==> src/scv_pkg.sv <==
`timescale 1ns / 1ps
package scv_pkg;

   localparam int PIX_W     = 8;
   localparam int SUM_W     = 28;
   localparam int ROW_W     = 12;
   localparam int COL_W     = 10;
   localparam int COEF_W    = 16;
   localparam int KDIM      = 3;
   localparam int CSR_W     = 48;
   localparam int CSR_IDX_W = 3;
   localparam int DIM_W     = 13;
   localparam int OFS_W     = 3;
   localparam int MID_DEPTH = 4;
   localparam int OUT_DEPTH = 4;
   localparam int PROD_W    = COEF_W + PIX_W + 1;

   localparam logic [DIM_W-1:0] MAX_ROWS   = 13'd4096;
   localparam logic [CSR_W-1:0] COEF_RESET = 48'h071C071C071C;
   localparam logic [15:0]      RECIP3     = 16'd21846;

   typedef enum logic [CSR_IDX_W-1:0] {
      CSR_COEF_TOP = 3'd0,
      CSR_COEF_MID = 3'd1,
      CSR_COEF_BOT = 3'd2,
      CSR_STEP     = 3'd3,
      CSR_PAD      = 3'd4,
      CSR_COLS     = 3'd5,
      CSR_ROWS     = 3'd6
   } csr_idx_type;

   typedef struct packed {
      logic [DIM_W-1:0] q;
      logic [1:0]       rem;
   } qr_type;

   typedef struct packed {
      logic [DIM_W-1:0] cols;
      logic [DIM_W-1:0] rows;
      logic [DIM_W-1:0] out_cols;
      logic [DIM_W-1:0] out_rows;
      logic [2:0]       step;
      logic             pad;
   } geom_type;

   typedef logic [KDIM-1:0][KDIM-1:0][PIX_W-1:0]  win_type;
   typedef logic [KDIM-1:0][KDIM-1:0][COEF_W-1:0] coef_type;

   typedef struct packed {
      win_type               win;
      logic [1:0][OFS_W-1:0] rofs;
      logic [1:0]            rlo;
      logic [1:0][OFS_W-1:0] cofs;
      logic [1:0]            clo;
      logic [1:0][ROW_W-1:0] irow;
      logic [1:0][COL_W-1:0] jcol;
      logic [1:0]            ilast;
      logic [1:0]            jlast;
      logic [1:0]            nr;
      logic [1:0]            nc;
   } job_type;

   // quotient and remainder for a stride of 1 to 4
   function automatic qr_type div_step(input logic [DIM_W-1:0] num, input logic [2:0] step);
      logic [DIM_W+15:0] prod;
      logic [DIM_W:0]    back3;
      logic [DIM_W-1:0]  diff;
      qr_type            res;
      prod    = {16'b0, num} * {{DIM_W{1'b0}}, RECIP3};
      back3   = '0;
      diff    = '0;
      res.q   = num;
      res.rem = 2'd0;
      case (step)
         3'd2: begin
            res.q   = num >> 1;
            res.rem = {1'b0, num[0]};
         end
         3'd3: begin
            res.q   = prod[DIM_W+15:16];
            back3   = {res.q, 1'b0} + {1'b0, res.q};
            diff    = num - back3[DIM_W-1:0];
            res.rem = diff[1:0];
         end
         3'd4: begin
            res.q   = num >> 2;
            res.rem = num[1:0];
         end
         default: ;
      endcase
      return res;
   endfunction

endpackage

==> src/scv_queue.sv <==
`timescale 1ns / 1ps
module scv_queue import scv_pkg::*; (
   input  logic                         clock,
   input  logic                         reset,
   input  logic                         push,
   input  job_type                      din,
   input  logic                         pop,
   output job_type                      dout,
   output logic                         empty,
   output logic [$clog2(MID_DEPTH):0]   count
);

   localparam int PTR_W = $clog2(MID_DEPTH);

   job_type            mem_ff [MID_DEPTH];
   logic [PTR_W-1:0]   wr_ptr_ff, rd_ptr_ff;
   logic [PTR_W:0]     count_ff;
   logic               do_pop;

   assign do_pop = pop && (count_ff != '0);

   always_ff @(posedge clock) begin
      if (reset) begin
         wr_ptr_ff <= '0;
         rd_ptr_ff <= '0;
         count_ff  <= '0;
      end else begin
         if (push) wr_ptr_ff <= wr_ptr_ff + PTR_W'(1);
         if (do_pop) rd_ptr_ff <= rd_ptr_ff + PTR_W'(1);
         count_ff <= count_ff + (PTR_W+1)'(push) - (PTR_W+1)'(do_pop);
      end
   end

   always_ff @(posedge clock) begin
      if (push) mem_ff[wr_ptr_ff] <= din;
   end

   assign dout  = mem_ff[rd_ptr_ff];
   assign empty = (count_ff == '0);
   assign count = count_ff;

endmodule

==> config.mk <==
export PLATFORM = sky130hd
export DESIGN_NAME = scv_queue
export DESIGN_NICKNAME = d
export VERILOG_FILES = /design/src/scv_pkg.sv /design/src/scv_queue.sv
export SDC_FILE = /design/constraint.sdc
export NUM_CORES = 1
export LEC_CHECK = 0
export BUFFER_PORTS_ARGS = -buffer_cell sky130_fd_sc_hd__buf_4
export CAP_MARGIN = 20
export CORE_ASPECT_RATIO = 1.1
export CORE_MARGIN = 10
export CORE_UTILIZATION = 60
export CTS_BUF_LIST = sky130_fd_sc_hd__clkbuf_16
export CTS_CLUSTER_SIZE = 28
export DETAILED_ROUTE_END_ITERATION = 6
export PLACE_DENSITY = 0.83
export SLEW_MARGIN = 40
export SYNTH_ARGS = -nofsm -noshare
export SYNTH_HDL_FRONTEND = slang
export SYNTH_SLANG_ARGS = --single-unit
==> constraint.sdc <==
create_clock -name clock -period 9 [get_ports clock]
set_input_delay 1.8 -clock clock [delete_from_list [all_inputs] [get_ports clock]]
set_output_delay 1.8 -clock clock [all_outputs]
set_load 0.03 [all_outputs]
* After elaboration in Yosys (flattened, before gate mapping)
Memories as Yosys holds them, arrays and structs flattened. A register that Yosys moved wholly into a read port is not among the register bits.
Index checks and enable logic that the tools add are counted.
** Cells by class
- Add/subtract/negate cells :: 4
- Multiplexer cells :: 4
- Reduce and logical (&&, ||, !) cells :: 3
** Operators with widths (number)
- $add 2x1->2 const B :: 2
- $mux 2 :: 2
- $add 3x1->3 :: 1
- $logic_not 3->1 :: 1
- $reduce_bool 3->1 :: 1
- $sub 3x1->3 :: 1
- $mux 1 :: 2
- $logic_and 1x1->1 :: 1
** Word-level totals
- Register bits :: 7
- Bits in writable memories :: 560
- Input bits :: 144
- Word-level logic and storage cells :: 15
- Memories :: 1
** Memory list
- mem_ff :: words 4, width 140, read ports 1, clocked after memory_dff 1, write ports 1, RTL line scv_queue.sv:15 : job_type mem_ff [MID_DEPTH];

* Logic depth before layout (Yosys ltp)
- Depth in word-level cells :: 4
- Depth in mapped cells :: 8
- Depth with buffers taken out :: 8

* Worst setup path after synthesis
OpenSTA, ideal clock, no wires.
- Path type :: input to register
- Start :: in push
- End :: mem mem_ff[0][0] (netlist name) (enable)
- Setup time :: 0.516 ns
- Data arrival time :: 5.000 ns
- Data required time :: 8.484 ns
- Path slack :: 3.484 ns
- Stages :: 1
- Buffers on the path :: 0
- Cells stage by stage :: and2_1
** Between the ends
- Longest elaborated chain between the ends :: 2
** Ends and longest elaborated chain
- from (decl) :: RTL line scv_queue.sv:5 : input logic push,
- $mux 1 :: RTL line scv_queue.sv:35 : if (push) mem_ff[wr_ptr_ff] <= din;
- $mux 1 (not written as such) :: RTL line scv_queue.sv:35
- to (decl) :: RTL line scv_queue.sv:15
No other way between the ends.

==> reports/metrics.json <==
{
  "outcome": "finished, final reports clean",
  "design_power_total_mw": 6.70,
  "combPwrFrac_pct": 23.1,
  "critical_path.cell_chain": "clkbuf_8 > mux4_2 > buf_4",
  "post_synthesis_net_count": 927,
  "cts_root_buffer": "sky130_fd_sc_hd__clkbuf_16",
  "cts-root-to-sink-buffers": 3,
  "p_clk_share_pct": 30.4,
  "detailed_place.area_um2": 23300,
  "crit_fanout": 52,
  "finalSetupViolCount": 0,
  "synthesis_to_finish_area_growth_pct": 20.3,
  "startpoint_class": "register",
  "initialDrtViolationCount": 735,
  "grt_pass1_vias": 9965,
  "clock_sinks": 569,
  "synthDistinctLibCells": 20,
  "h-tree-depth": 2,
  "grt_max_degree": 66,
  "multi_input_area_um2": 3420,
  "fmax_ghz": 0.220,
  "finalWeightedCongestion": 0.729,
  "setup.worst_path.end_class": "output port",
  "ys_seq_area_share_pct": 82.2,
  "worst-endpoint-arrival_ps": 2740,
  "r2r_setup_slack_ps": 6760,
  "number_of_standard_cells_after_synthesis": 776,
  "globalRouteTotalUtil_pct": 19.5,
  "start_util_pct": 60.6,
  "final-max-slew-violation-count": 0,
  "fin_crit_period_ps": 4540,
  "holdWs_ps": 578,
  "die_x_um": 197,
  "max_cap_violations": 0,
  "max_stage_delay_cell_worst_path": "sky130_fd_sc_hd__dfxtp_4",
  "worst_r2r_startpoint": "wr_ptr_ff[0]",
  "synth_async_sr_flop_share_pct": 0,
  "die_area_um2": 42300,
  "final_hold_viol_count": 0,
  "initial_antenna_violation_count": 7,
  "drc_errors": 0,
  "hold_class": "register to register",
  "synth_enable_flop_cells": 560,
  "worstSkewPairLatency_ps": 570,
  "num-nets-final": 1248,
  "fp-row-count": 71,
  "final_area_um2": 24900,
  "top_level_ports": 288,
  "post_drt_wl_per_cell_um": 26.2,
  "power.switching_mw": 1.84,
  "worst_ep_required_time_ps": 7200,
  "power_leakage_nw": 8.40,
  "cp.depth": 3,
  "tns_ps": 0,
  "fp.dieH_um": 215,
  "cellPowerDensity_nw_per_um2": 270,
  "worst-slew-pin-transition_ps": 819,
  "mappedNetlistArea_um2": 20700,
  "worst-setup-path-type": "register to output port",
  "fraction_of_final_layout_cells_sized_beyond_drive_strength_1_pct": 45.6,
  "register_area_um2": 17000,
  "internal_power_summed_over_all_cells_mw": 4.86,
  "largest_delay_contributor_family_on_the_critical_path": "buffers and inverters",
  "cts_buffers": 52,
  "crit_path_max_incr_delay_ps": 640,
  "number_of_post_cts_setup_repair_buffers": 0,
  "met2WireLength_mm": 20.7,
  "cts_resized": 0,
  "grt_setup_unrepaired": "no",
  "detailedRoute.firstPassIterationCount": 6,
  "cts.clk_slew.worst_paths_ps": 60,
  "drt-total-wl_mm": 41.3,
  "synth_ff_type": "sky130_fd_sc_hd__edfxtp_1",
  "global_route_wire_length_before_repair_mm": 62.4,
  "maxSlewHeadroom_pct": 45.4,
  "power_switching_share_pct": 27.5,
  "critPathBufInv": 2,
  "vias_per_cell": 5.91,
  "top_metal_layer_carrying_routed_signals": "met5",
  "num_vias": 9331,
  "grt_overflow_total": 0,
  "min-delay-start": "wr_ptr_ff[0]",
  "postSynthRegisterBits": 569,
  "skew_ps": 18.3,
  "worstRegToRegCells": 4,
  "holdPathStages": 2,
  "postSynthAreaPerCell_um2": 26.6,
  "yosys_warnings": 0,
  "fillerInstances": 1857,
  "core_area_um2": 34100,
  "dpl.hpwl_mm": 25.0,
  "pwr-share-seq_pct": 46.6,
  "ant_nets": 0,
  "cts_tree": "done",
  "finalCritPeriodShare_pct": 50.5,
  "dr_wl_met3_mm": 3.50,
  "port-buffer-count": 287,
  "routedLengthMet1_mm": 15.9,
  "cts_hold_buffers": 0,
  "peakVddDrop_v": 0.000283
}
[flip-flops by register name, indices dropped and copies added, names as in the netlist, named ones only]
register / cells
wr_ptr_ff: 2
mem_ff: 560
rd_ptr_ff: 2
count: 3
[stage by stage]
step | std cells | utilization, % | setup slack [ps]
CTS | 1575 | 72.8 | 4340
global route | 1577 | 72.9 | 4220
floorplan | 776 | - | 3480
global placement | 1481 | 68.1 | 4720
detailed placement | 1481 | 68.2 | 4990
finish | 1579 | 72.9 | 4460
[kinds of logic (layout without fill, tap and decap cells)]
group	count (synthesis)	in the layout	synth area share, %
xor+xnor	2	2	0.151
other cells	0	4	0
compound gates	2	2	0.0847
flops	569	569	82.2
buf+inv	38	399	1.29
mux	144	144	15.5
simple gates	14	14	0.345
fa+ha+maj	7	7	0.460
[placed cells by master, fill, tap and decap left out]
cell	synthesis	final
sky130_fd_sc_hd__o311ai_0	1	1
sky130_fd_sc_hd__clkinv_1	0	9
sky130_fd_sc_hd__ha_1	6	6
sky130_fd_sc_hd__bufinv_16	0	3
sky130_fd_sc_hd__nor2_1	6	6
sky130_fd_sc_hd__nor3_1	1	1
sky130_fd_sc_hd__edfxtp_1	560	560
sky130_fd_sc_hd__dfxtp_4	0	2
sky130_fd_sc_hd__clkbuf_16	0	53
sky130_fd_sc_hd__fa_1	1	1
sky130_fd_sc_hd__and2_4	0	4
sky130_fd_sc_hd__clkinvlp_4	0	2
sky130_fd_sc_hd__mux4_2	140	140
sky130_fd_sc_hd__clkinv_2	0	11
sky130_fd_sc_hd__inv_1	5	21
sky130_fd_sc_hd__o31a_1	1	1
sky130_fd_sc_hd__mux2i_1	1	1
sky130_fd_sc_hd__buf_6	12	7
sky130_fd_sc_hd__buf_4	4	292
sky130_fd_sc_hd__mux2_2	3	3
sky130_fd_sc_hd__diode_2	0	4
sky130_fd_sc_hd__nor2b_1	3	3
sky130_fd_sc_hd__xnor3_1	1	1
sky130_fd_sc_hd__dfxtp_1	9	7
sky130_fd_sc_hd__clkbuf_8	0	1
sky130_fd_sc_hd__xnor2_1	1	1
[worst reg2reg max path, delay by kind of cell, from the launching register on]
| kind | cells | cell delay, ps |
|---|---|---|
| flip-flops | 1 | 350 |
| buffers and inverters | 2 | 800 |
| AND/OR/NAND/NOR | 1 | 470 |
| adder cells (fa/ha/maj) | 1 | 140 |
[metal layers]
layer | vias up | global-route usage [%]
met2 | 385 | 30.8
met5 | - | 0
met4 | 6 | 6.82
met1 | 4869 | 25.8
met3 | 78 | 5.69
li1 | 3993 | -
[power by group through the flow]
stage	Combinational [mW]	Sequential [mW]	Clock, mW
after floorplan	1.07	3.16	0
after global placement	1.55	3.17	0
after detailed placement	1.56	3.18	0
after CTS	1.57	3.13	2.08
after global routing	1.64	3.14	2.17
final	1.55	3.12	2.03
[area by class of cell]
class,count,share of cell area [%]
Antenna cell,4,0.0403
Multi-Input combinational cell,169,13.8
Timing Repair Buffer,300,9.19
Inverter,5,0.0755
Tap cell,438,2.20
Sequential cell,569,68.4
Clock buffer,53,5.33
Clock inverter,41,1.02
[path summary, 6_finish.rpt]
path,end
hold / removal,wr_ptr_ff[0]
setup reg to reg,mem_ff[2][16]
hold reg to reg,wr_ptr_ff[0]
setup / recovery,dout[68]
[cells in the mapped netlist, types with 2 or more instances]
master,number,area share (%)
sky130_fd_sc_hd__buf_6,12,0.65
sky130_fd_sc_hd__nor2b_1,3,0.091
sky130_fd_sc_hd__buf_4,4,0.15
sky130_fd_sc_hd__dfxtp_1,9,0.87
sky130_fd_sc_hd__mux4_2,140,15
sky130_fd_sc_hd__edfxtp_1,560,81
sky130_fd_sc_hd__inv_1,5,0.091
sky130_fd_sc_hd__ha_1,6,0.36
sky130_fd_sc_hd__clkbuf_1,2,0.036
sky130_fd_sc_hd__and2_1,4,0.12
sky130_fd_sc_hd__buf_2,15,0.36
sky130_fd_sc_hd__nor2_1,6,0.11
sky130_fd_sc_hd__mux2_2,3,0.16
No activity file was read; power rests on OpenSTA's default activity.
