## src/scv_pkg.sv

```systemverilog
`timescale 1ns / 1ps
package scv_pkg;

   localparam int PIX_W     = 8;
   localparam int SUM_W     = 28;
   localparam int ROW_W     = 12;
   localparam int COL_W     = 10;
   localparam int COEF_W    = 16;
   localparam int KDIM      = 3;
   localparam int CSR_W     = 48;
   localparam int CSR_IDX_W = 3;
   localparam int DIM_W     = 13;
   localparam int OFS_W     = 3;
   localparam int MID_DEPTH = 4;
   localparam int OUT_DEPTH = 4;
   localparam int PROD_W    = COEF_W + PIX_W + 1;

   localparam logic [DIM_W-1:0] MAX_ROWS   = 13'd4096;
   localparam logic [CSR_W-1:0] COEF_RESET = 48'h071C071C071C;
   localparam logic [15:0]      RECIP3     = 16'd21846;

   typedef enum logic [CSR_IDX_W-1:0] {
      CSR_COEF_TOP = 3'd0,
      CSR_COEF_MID = 3'd1,
      CSR_COEF_BOT = 3'd2,
      CSR_STEP     = 3'd3,
      CSR_PAD      = 3'd4,
      CSR_COLS     = 3'd5,
      CSR_ROWS     = 3'd6
   } csr_idx_type;

   typedef struct packed {
      logic [DIM_W-1:0] q;
      logic [1:0]       rem;
   } qr_type;

   typedef struct packed {
      logic [DIM_W-1:0] cols;
      logic [DIM_W-1:0] rows;
      logic [DIM_W-1:0] out_cols;
      logic [DIM_W-1:0] out_rows;
      logic [2:0]       step;
      logic             pad;
   } geom_type;

   typedef logic [KDIM-1:0][KDIM-1:0][PIX_W-1:0]  win_type;
   typedef logic [KDIM-1:0][KDIM-1:0][COEF_W-1:0] coef_type;

   typedef struct packed {
      win_type               win;
      logic [1:0][OFS_W-1:0] rofs;
      logic [1:0]            rlo;
      logic [1:0][OFS_W-1:0] cofs;
      logic [1:0]            clo;
      logic [1:0][ROW_W-1:0] irow;
      logic [1:0][COL_W-1:0] jcol;
      logic [1:0]            ilast;
      logic [1:0]            jlast;
      logic [1:0]            nr;
      logic [1:0]            nc;
   } job_type;

   // quotient and remainder for a stride of 1 to 4
   function automatic qr_type div_step(input logic [DIM_W-1:0] num, input logic [2:0] step);
      logic [DIM_W+15:0] prod;
      logic [DIM_W:0]    back3;
      logic [DIM_W-1:0]  diff;
      qr_type            res;
      prod    = {16'b0, num} * {{DIM_W{1'b0}}, RECIP3};
      back3   = '0;
      diff    = '0;
      res.q   = num;
      res.rem = 2'd0;
      case (step)
         3'd2: begin
            res.q   = num >> 1;
            res.rem = {1'b0, num[0]};
         end
         3'd3: begin
            res.q   = prod[DIM_W+15:16];
            back3   = {res.q, 1'b0} + {1'b0, res.q};
            diff    = num - back3[DIM_W-1:0];
            res.rem = diff[1:0];
         end
         3'd4: begin
            res.q   = num >> 2;
            res.rem = num[1:0];
         end
         default: ;
      endcase
      return res;
   endfunction

endpackage

```

## src/scv_back.sv

```systemverilog
`timescale 1ns / 1ps
module scv_back import scv_pkg::*; (
   input  logic                    clock,
   input  logic                    reset,
   input  coef_type                coef,
   input  job_type                 job,
   input  logic                    job_valid,
   output logic                    job_pop,
   output logic                    empty,
   input  logic                    pop,
   output logic signed [SUM_W-1:0] conv_sum,
   output logic [ROW_W-1:0]        out_row,
   output logic [COL_W-1:0]        out_col,
   output logic                    run_last,
   output logic                    image_last
);

   localparam int OPTR_W = $clog2(OUT_DEPTH);

   typedef struct packed {
      logic signed [SUM_W-1:0] sum;
      logic [ROW_W-1:0]        row;
      logic [COL_W-1:0]        col;
      logic                    run_last;
      logic                    image_last;
   } rsp_type;

   typedef logic signed [KDIM-1:0][KDIM-1:0][PROD_W-1:0] prod_type;

   logic                a_ff, b_ff;
   logic                a_last, b_last, job_last, room, issue;
   win_type             pix;
   prod_type            prod_in, prod_ff;
   logic                v_b1_ff;
   logic [ROW_W-1:0]    row_ff;
   logic [COL_W-1:0]    col_ff;
   logic                run_last_ff, image_last_ff;
   logic signed [KDIM-1:0][SUM_W-1:0] row_sum;
   logic signed [SUM_W-1:0] total;

   rsp_type             out_mem_ff [OUT_DEPTH];
   rsp_type             out_word;
   logic [OPTR_W-1:0]   wr_ptr_ff, rd_ptr_ff;
   logic [OPTR_W:0]     cnt_ff;
   logic                do_pop;

   assign a_last   = (job.nr != 2'd2) || a_ff;
   assign b_last   = (job.nc != 2'd2) || b_ff;
   assign job_last = a_last && b_last;
   assign room     = (cnt_ff + (OPTR_W+1)'(v_b1_ff)) < (OPTR_W+1)'(OUT_DEPTH);
   assign issue    = job_valid && room;
   assign job_pop  = issue && job_last;

   always_comb begin
      logic [OFS_W:0] wx, wy;
      for (int ky = 0; ky < KDIM; ky++) begin
         for (int kx = 0; kx < KDIM; kx++) begin
            wx = {1'b0, job.rofs[a_ff]} + (OFS_W+1)'(ky);
            wy = {1'b0, job.cofs[b_ff]} + (OFS_W+1)'(kx);
            if (wx <= (OFS_W+1)'(2) && wx >= (OFS_W+1)'(job.rlo) &&
                wy <= (OFS_W+1)'(2) && wy >= (OFS_W+1)'(job.clo)) begin
               pix[ky][kx] = job.win[wx[1:0]][wy[1:0]];
            end else begin
               pix[ky][kx] = '0;
            end
            prod_in[ky][kx] = $signed(coef[ky][kx]) * $signed({1'b0, pix[ky][kx]});
         end
      end
   end

   always_ff @(posedge clock) begin
      if (reset) begin
         a_ff    <= 1'b0;
         b_ff    <= 1'b0;
         v_b1_ff <= 1'b0;
      end else begin
         v_b1_ff <= issue;
         if (issue) begin
            if (job_last) begin
               a_ff <= 1'b0;
               b_ff <= 1'b0;
            end else if (b_last) begin
               a_ff <= 1'b1;
               b_ff <= 1'b0;
            end else begin
               b_ff <= 1'b1;
            end
         end
      end
   end

   always_ff @(posedge clock) begin
      if (issue) begin
         prod_ff       <= prod_in;
         row_ff        <= job.irow[a_ff];
         col_ff        <= job.jcol[b_ff];
         run_last_ff   <= job_last;
         image_last_ff <= job.ilast[a_ff] && job.jlast[b_ff];
      end
   end

   always_comb begin
      for (int ky = 0; ky < KDIM; ky++) begin
         row_sum[ky] = SUM_W'($signed(prod_ff[ky][0])) + SUM_W'($signed(prod_ff[ky][1]))
                     + SUM_W'($signed(prod_ff[ky][2]));
      end
      total = row_sum[0] + row_sum[1] + row_sum[2];
   end

   assign out_word = '{sum: total, row: row_ff, col: col_ff,
                       run_last: run_last_ff, image_last: image_last_ff};

   // result queue
   assign do_pop = pop && (cnt_ff != '0);

   always_ff @(posedge clock) begin
      if (reset) begin
         wr_ptr_ff <= '0;
         rd_ptr_ff <= '0;
         cnt_ff    <= '0;
      end else begin
         if (v_b1_ff) wr_ptr_ff <= wr_ptr_ff + OPTR_W'(1);
         if (do_pop) rd_ptr_ff <= rd_ptr_ff + OPTR_W'(1);
         cnt_ff <= cnt_ff + (OPTR_W+1)'(v_b1_ff) - (OPTR_W+1)'(do_pop);
      end
   end

   always_ff @(posedge clock) begin
      if (v_b1_ff) out_mem_ff[wr_ptr_ff] <= out_word;
   end

   assign empty      = (cnt_ff == '0);
   assign conv_sum   = out_mem_ff[rd_ptr_ff].sum;
   assign out_row    = out_mem_ff[rd_ptr_ff].row;
   assign out_col    = out_mem_ff[rd_ptr_ff].col;
   assign run_last   = out_mem_ff[rd_ptr_ff].run_last;
   assign image_last = out_mem_ff[rd_ptr_ff].image_last;

   a_rsp_no_overflow: assert property (@(posedge clock) disable iff (reset)
      v_b1_ff |-> (cnt_ff < (OPTR_W+1)'(OUT_DEPTH)) || do_pop)
      else $error("result queue overflow");

   a_iter_in_job: assert property (@(posedge clock) disable iff (reset)
      job_valid |-> (!a_ff || job.nr == 2'd2) && (!b_ff || job.nc == 2'd2))
      else $error("window iterator beyond job");

   a_job_nonempty: assert property (@(posedge clock) disable iff (reset)
      job_valid |-> (job.nr != 2'd0) && (job.nc != 2'd0))
      else $error("job without results");

endmodule

```

## config.mk

```make
export PLATFORM = sky130hd
export DESIGN_NAME = scv_back
export DESIGN_NICKNAME = d
export VERILOG_FILES = /design/src/scv_pkg.sv /design/src/scv_back.sv
export SDC_FILE = /design/constraint.sdc
export NUM_CORES = 2
export LEC_CHECK = 0
export BUFFER_PORTS_ARGS = -buffer_cell sky130_fd_sc_hd__buf_2
export CAP_MARGIN = 20
export CORE_MARGIN = 3
export CORE_UTILIZATION = 30
export DETAILED_ROUTE_END_ITERATION = 16
export PLACE_DENSITY_LB_ADDON = 0.2
export SETUP_SLACK_MARGIN = 0.1
export SLEW_MARGIN = 20
export SYNTH_ARGS = -nofsm -noshare
export SYNTH_HDL_FRONTEND = slang
export SYNTH_SLANG_ARGS = --single-unit
```

## constraint.sdc

```tcl
create_clock -name clock -period 21.5 [get_ports clock]
set_input_delay 3.225 -clock clock [delete_from_list [all_inputs] [get_ports clock]]
set_output_delay 3.225 -clock clock [all_outputs]
set_load 0.03 [all_outputs]
```

; ---- Word level (Yosys, flattened, before mapping)
; Memory sizes are Yosys's and may differ from the RTL's. A register that Yosys moved wholly into a read port is not among the register bits.
; Cells that the tools add are included.
[totals]
reg_bits = 259
mem_bits_rw = 208
inputBits = 288
output_inout_bits = 54
elab_cells = 153
n_memories = 1
[classes]
addsub = 16
n_mul = 9
magnitude_cmp = 21
eq_ne = 2
n_mux = 53
reduce_logical = 32
[mem_list]
columns = name, words, word_bits, read_ports, rd_ports_with_merged_regs, write_ports, line_no
row1 = out_mem_ff, 4, 52, 1, 1, 1, scv_back.sv:41  ; rsp_type out_mem_ff [OUT_DEPTH];
[op_table]
columns = cell, count
row1 = $mul A16 B9 Y25, 9
row2 = $bmux W24 S2, 3
row3 = $bmux W8 S2, 9
row4 = $mux W8, 18
row5 = $add A26 B25 Y27, 3
row6 = $add A25 B25 Y26, 3
row7 = $mux W24, 3
row8 = $add A27 B27 Y28, 1
row9 = $add A28 B28 Y28, 1
row10 = $logic_and A1 B1 Y1, 26
row11 = $mux W12, 2
row12 = $mux W10, 2
row13 = $lt A2 B3 Y1 const B, 6
row14 = $ge A4 B2 Y1, 4
row15 = $le A4 B2 Y1 const B, 4
row16 = $mux W3, 4
row17 = $mux W1, 10
row18 = $add A3 B1 Y4 const B, 2
row19 = $add A3 B2 Y4 const B, 2
row20 = $ge A3 B2 Y1, 2
row21 = $le A3 B2 Y1 const B, 2
row22 = $add A2 B1 Y2 const B, 2
row23 = $lt A1 B2 Y1 const B, 2
row24 = $mux W2, 2
row25 = 9 further kinds, 11

; ---- Logic depth before layout (Yosys ltp)
[logic_depth]
word_depth = 9
ltp_mapped = 35
ltp_nobuf = 29

; ---- Least setup slack after synthesis
; No wires, ideal clock.
[synth_path]
path_kind = input port to flip-flop
startpoint = in job[62] (netlist bit)
endpoint = reg prod_ff[99] (netlist bit), data pin
setup_time_ns = 0.260
arrival_ns = 10.404
required_time_ns = 21.240
path_slack_ns = 10.836
cell_stages = 32
path_buffers = 5
path_cell_list = mux2i_4 -> inv_4 -> buf_2 -> buf_2 -> ha_1 -> inv_1 -> clkbuf_1 -> buf_1 -> ha_1 -> a21boi_0 -> o221a_2 -> nand2_1 -> a21oi_2 -> buf_2 -> nand2_1 -> fa_1 -> inv_1 -> fa_1 -> fa_1 -> inv_1 -> fa_1 -> inv_1 -> ha_1 -> o21a_1 -> or2_1 -> and4_1 -> a221oi_2 -> o31ai_1 -> o41ai_2 -> o2111ai_1 -> a21oi_1 -> xnor2_1
[synth_rtl]
columns = element, line_no
row1 = from (decl), scv_back.sv:6  ; input job_type job,
row2 = to (signal assigned), scv_back.sv:94  ; prod_ff <= prod_in;
row3 = to (decl), scv_back.sv:33  ; prod_type prod_in, prod_ff;

==> flow_metrics.env <==
export IMPL_status="finished, final reports clean"
export IMPL_drv_cap=0
export IMPL_post_route_util_pct=33.41
export IMPL_syn_to_final_growth_pct=10.49
export IMPL_ys_warn_count=0
export IMPL_synth_edf_count=457
export IMPL_worst_hold_slack_ps=483.1
export IMPL_power_leakage_nw=36.02
export IMPL_vias=46560
export IMPL_cts_max_path_buffers=3
export IMPL_max_slew_margin_pct=23.71
export IMPL_wl_per_cell_um=19.59
export IMPL_worst_slew_pin_slew_ps=1143
export IMPL_crit_start="job[62]"
export IMPL_hold_buffers=0
export IMPL_die_w_um=477.3
export IMPL_async_flop_share_pct=0
export IMPL_drive_gt1_share_pct=9.332
export IMPL_nets=8893
export IMPL_reg2reg_from="b_ff$_SDFFE_PP0P_"
export IMPL_final_area_mm2=0.07362
export IMPL_num_io_pins=342
export IMPL_cts_sinks=469
export IMPL_cp_data_arrival_time_ps=12160
export IMPL_rsz0062_at_grt="no"
export IMPL_syn_area_mm2=0.06664
export IMPL_synth_cell_types=78
export IMPL_antenna_found_initial=90
export IMPL_post_cts_buffers=0
export IMPL_setup_viol=0
export IMPL_critPathRequiredTime_ps=21890
export IMPL_antenna_left=0
export IMPL_first_iter_violations=2582
export IMPL_place_gp_congestion=0.9322
export IMPL_drt_wl_total_mm=196.7
export IMPL_ir_worst_vdd_uv=476.1
export IMPL_drv_slew=0
export IMPL_fmax_ghz=0.08496
export IMPL_dpl_cell_area_mm2=0.07174
export IMPL_finalHoldViolCount=0
export IMPL_viasPerCell=4.635
export IMPL_p_per_area_mw_per_mm2=142.4
export IMPL_post_synth_inst_count=6713
export IMPL_grt_pass1_vias=49560
export IMPL_drc_errors=0
export IMPL_worstPathMaxFanout=33
export IMPL_period_share_pct=54.75
export IMPL_grt_max_degree=94
export IMPL_synth_seq_cells=469
export IMPL_path_class="in2reg"
export IMPL_clk_pin_slew_ps=60
export IMPL_cts_max_level=2
export IMPL_grt_ovfl_total=0
export IMPL_syn_avg_cell_area_um2=9.926
export IMPL_hp_class="reg2reg"
export IMPL_nFillCells=22790
export IMPL_endpoint_kind="register"
export IMPL_io_buffer_count=341
export IMPL_root_buffer="clkbuf_16"
export IMPL_dieHeight_um=477.3
export IMPL_place_detailed_hpwl_mm=164.1
export IMPL_period_minus_slack_ps=11770
export IMPL_grt_pass1_wl_mm=304.5
export IMPL_first_pass_iters=7
export IMPL_clock_skew_ps=61.81
export IMPL_cts_resized=0
export IMPL_ys_seq_area_share_pct=20.95
export IMPL_design_die_area_mm2=0.2278
export IMPL_fin_tns_setup_ps=0
export IMPL_track_usage_pct=17.43
export IMPL_cts_tree="done"
export IMPL_cts_buffers=55
export IMPL_cp_start_kind="input pin"
export IMPL_rows=172
export IMPL_initial_utilization_pct=30.24
export IMPL_coreArea_mm2=0.2204
export IMPL_ys_flop_type="edfxtp_1"
export IMPL_clkLatencyLatePin_ps=690
export IMPL_hp_start="row_ff[10]$_DFFE_PP_"
export IMPL_postSynthNetCount=8599
==> layout by cell type, fill, tap and decap left out, types with 14 or more instances in the layout <==
cell type and count:
a21oi_2 41, and3_1 29, ha_1 527, and2_1 674
edfxtp_1 457, nand2b_1 26, nand2_1 770, o211ai_1 70
a21oi_1 244, fa_1 1071, buf_2 341, mux4_2 52
o21ai_0 96, mux2_2 24, o21ai_1 16, o21bai_1 28
a31o_2 15, o21a_1 31, a31oi_1 18, a21o_1 70
buf_4 45, clkinv_2 15, nand3_1 57, inv_1 1543
a211oi_1 21, nor3_1 57, xnor2_1 184, or3_1 14
clkbuf_16 55, nor2_1 142, mux2i_1 45, nor2b_1 25
xor2_1 57, diode_2 35
==> layer usage <==
layer | up-vias | part of all wire [%] | track usage, %
met5 | - | 0.093 | 0
met4 | 30 | 4.3 | 7.191
met3 | 292 | 4.7 | 2.381
met2 | 1052 | 47 | 28.61
met1 | 23570 | 44 | 23.12
li1 | 21610 | - | -
==> metrics by stage <==
step | total power [mW] | worst slack [ps] | instances
floorplan | 6.899 | 10840 | 6713
global placement | 9.358 | 9343 | 9907
detailed placement | 9.475 | 9166 | 9908
CTS | 10.46 | 9885 | 10010
global route | 11.32 | 9240 | 10040
finish | 10.48 | 9729 | 10040
==> state kept, by name, summed over array words and instances, names as in the netlist, 2 cells and up, named ones only <==
| name | cells |
|---|---|
| cnt_ff | 3 |
| wr_ptr_ff | 2 |
| prod_ff | 225 |
| col_ff | 10 |
| out_mem_ff | 208 |
| rd_ptr_ff | 2 |
| row_ff | 12 |
==> where the power goes <==
group | internal (mW) | leakage (nW) | switching (mW) | total, mW
clock | 0.517 | 0.875 | 0.418 | 0.935
sequential | 2.36 | 4.51 | 0.132 | 2.49
combinational | 2.27 | 30.6 | 4.79 | 7.06
==> cell families (layout without fill, tap and decap cells) <==
group           after synthesis  count (layout)  synth area share, %
compound gates              731             731                7.203
other cells                   0              35                    0
fa+ha+maj                  1598            1598                42.07
simple gates               1851            1851                13.84
buf+inv                    1698            2036                9.803
flops                       469             469                20.95
mux                         125             125                2.955
xor+xnor                    241             241                3.168
==> synth_stat cells, drive strengths merged (14+ instances only) <==
cell type	number	area, um2
nor2	151	574.3
mux2i	49	528.0
nor3	58	295.3
a21o	70	525.5
clkbuf	49	186.4
or3	14	87.58
a31oi	20	137.6
fa	1071	21440
buf	101	530.5
a21boi	14	105.1
o21a	31	232.7
o211ai	70	525.5
xnor2	184	1612
edfxtp	457	13720
nand2b	26	162.7
nand2	770	2890
mux4	52	1171
mux2	24	270.3
a21oi	285	1577
and2	678	4242
o21bai	28	210.2
and3	29	181.4
o21ai	112	560.5
inv	1548	5816
nand3	57	285.3
nor2b	25	156.4
a211oi	21	157.7
xor2	57	499.2
a31o	15	131.4
ha	527	6594
==> area by class of cell <==
type / count / area, um2 / share of cell area (%)
diodes: 35 / 87.58 / 0.1190
clock buffers: 70 / 1473 / 2.000
clock inverters: 31 / 321.6 / 0.4368
inverters: 1548 / 5823 / 7.909
multi-input cells: 4546 / 46190 / 62.73
flip-flops and latches: 469 / 13970 / 18.98
well taps: 2958 / 3701 / 5.027
repair buffers: 387 / 2059 / 2.797
==> path summary, 6_finish.rpt <==
kind	cells after the start	end	slack, ps
setup reg to reg	28	prod_ff[198]$_DFFE_PP_	11420
setup / recovery	28	prod_ff[99]$_DFFE_PP_	9730
hold / removal	0	out_mem_ff[3][22]$_DFFE_PP_	480
hold reg to reg	0	out_mem_ff[3][22]$_DFFE_PP_	480
==> worst max-delay path, stage by stage <==
cell	delay, ps
buf_2	110
mux2i_4	120
buf_4	420
inv_4	260
ha_1	670
inv_1	570
ha_1	480
a21boi_0	190
o221a_2	250
nand2_1	240
nor2_1	970
and2_1	260
fa_1	440
fa_1	510
fa_1	510
inv_1	50
fa_1	470
inv_1	40
ha_1	310
o21a_1	200
or2_1	240
and4_1	230
a221oi_2	310
o31ai_1	180
o41ai_2	400
o2111ai_1	180
a21oi_1	190
xnor2_1	80
No activity file was read; power rests on OpenSTA's default activity.
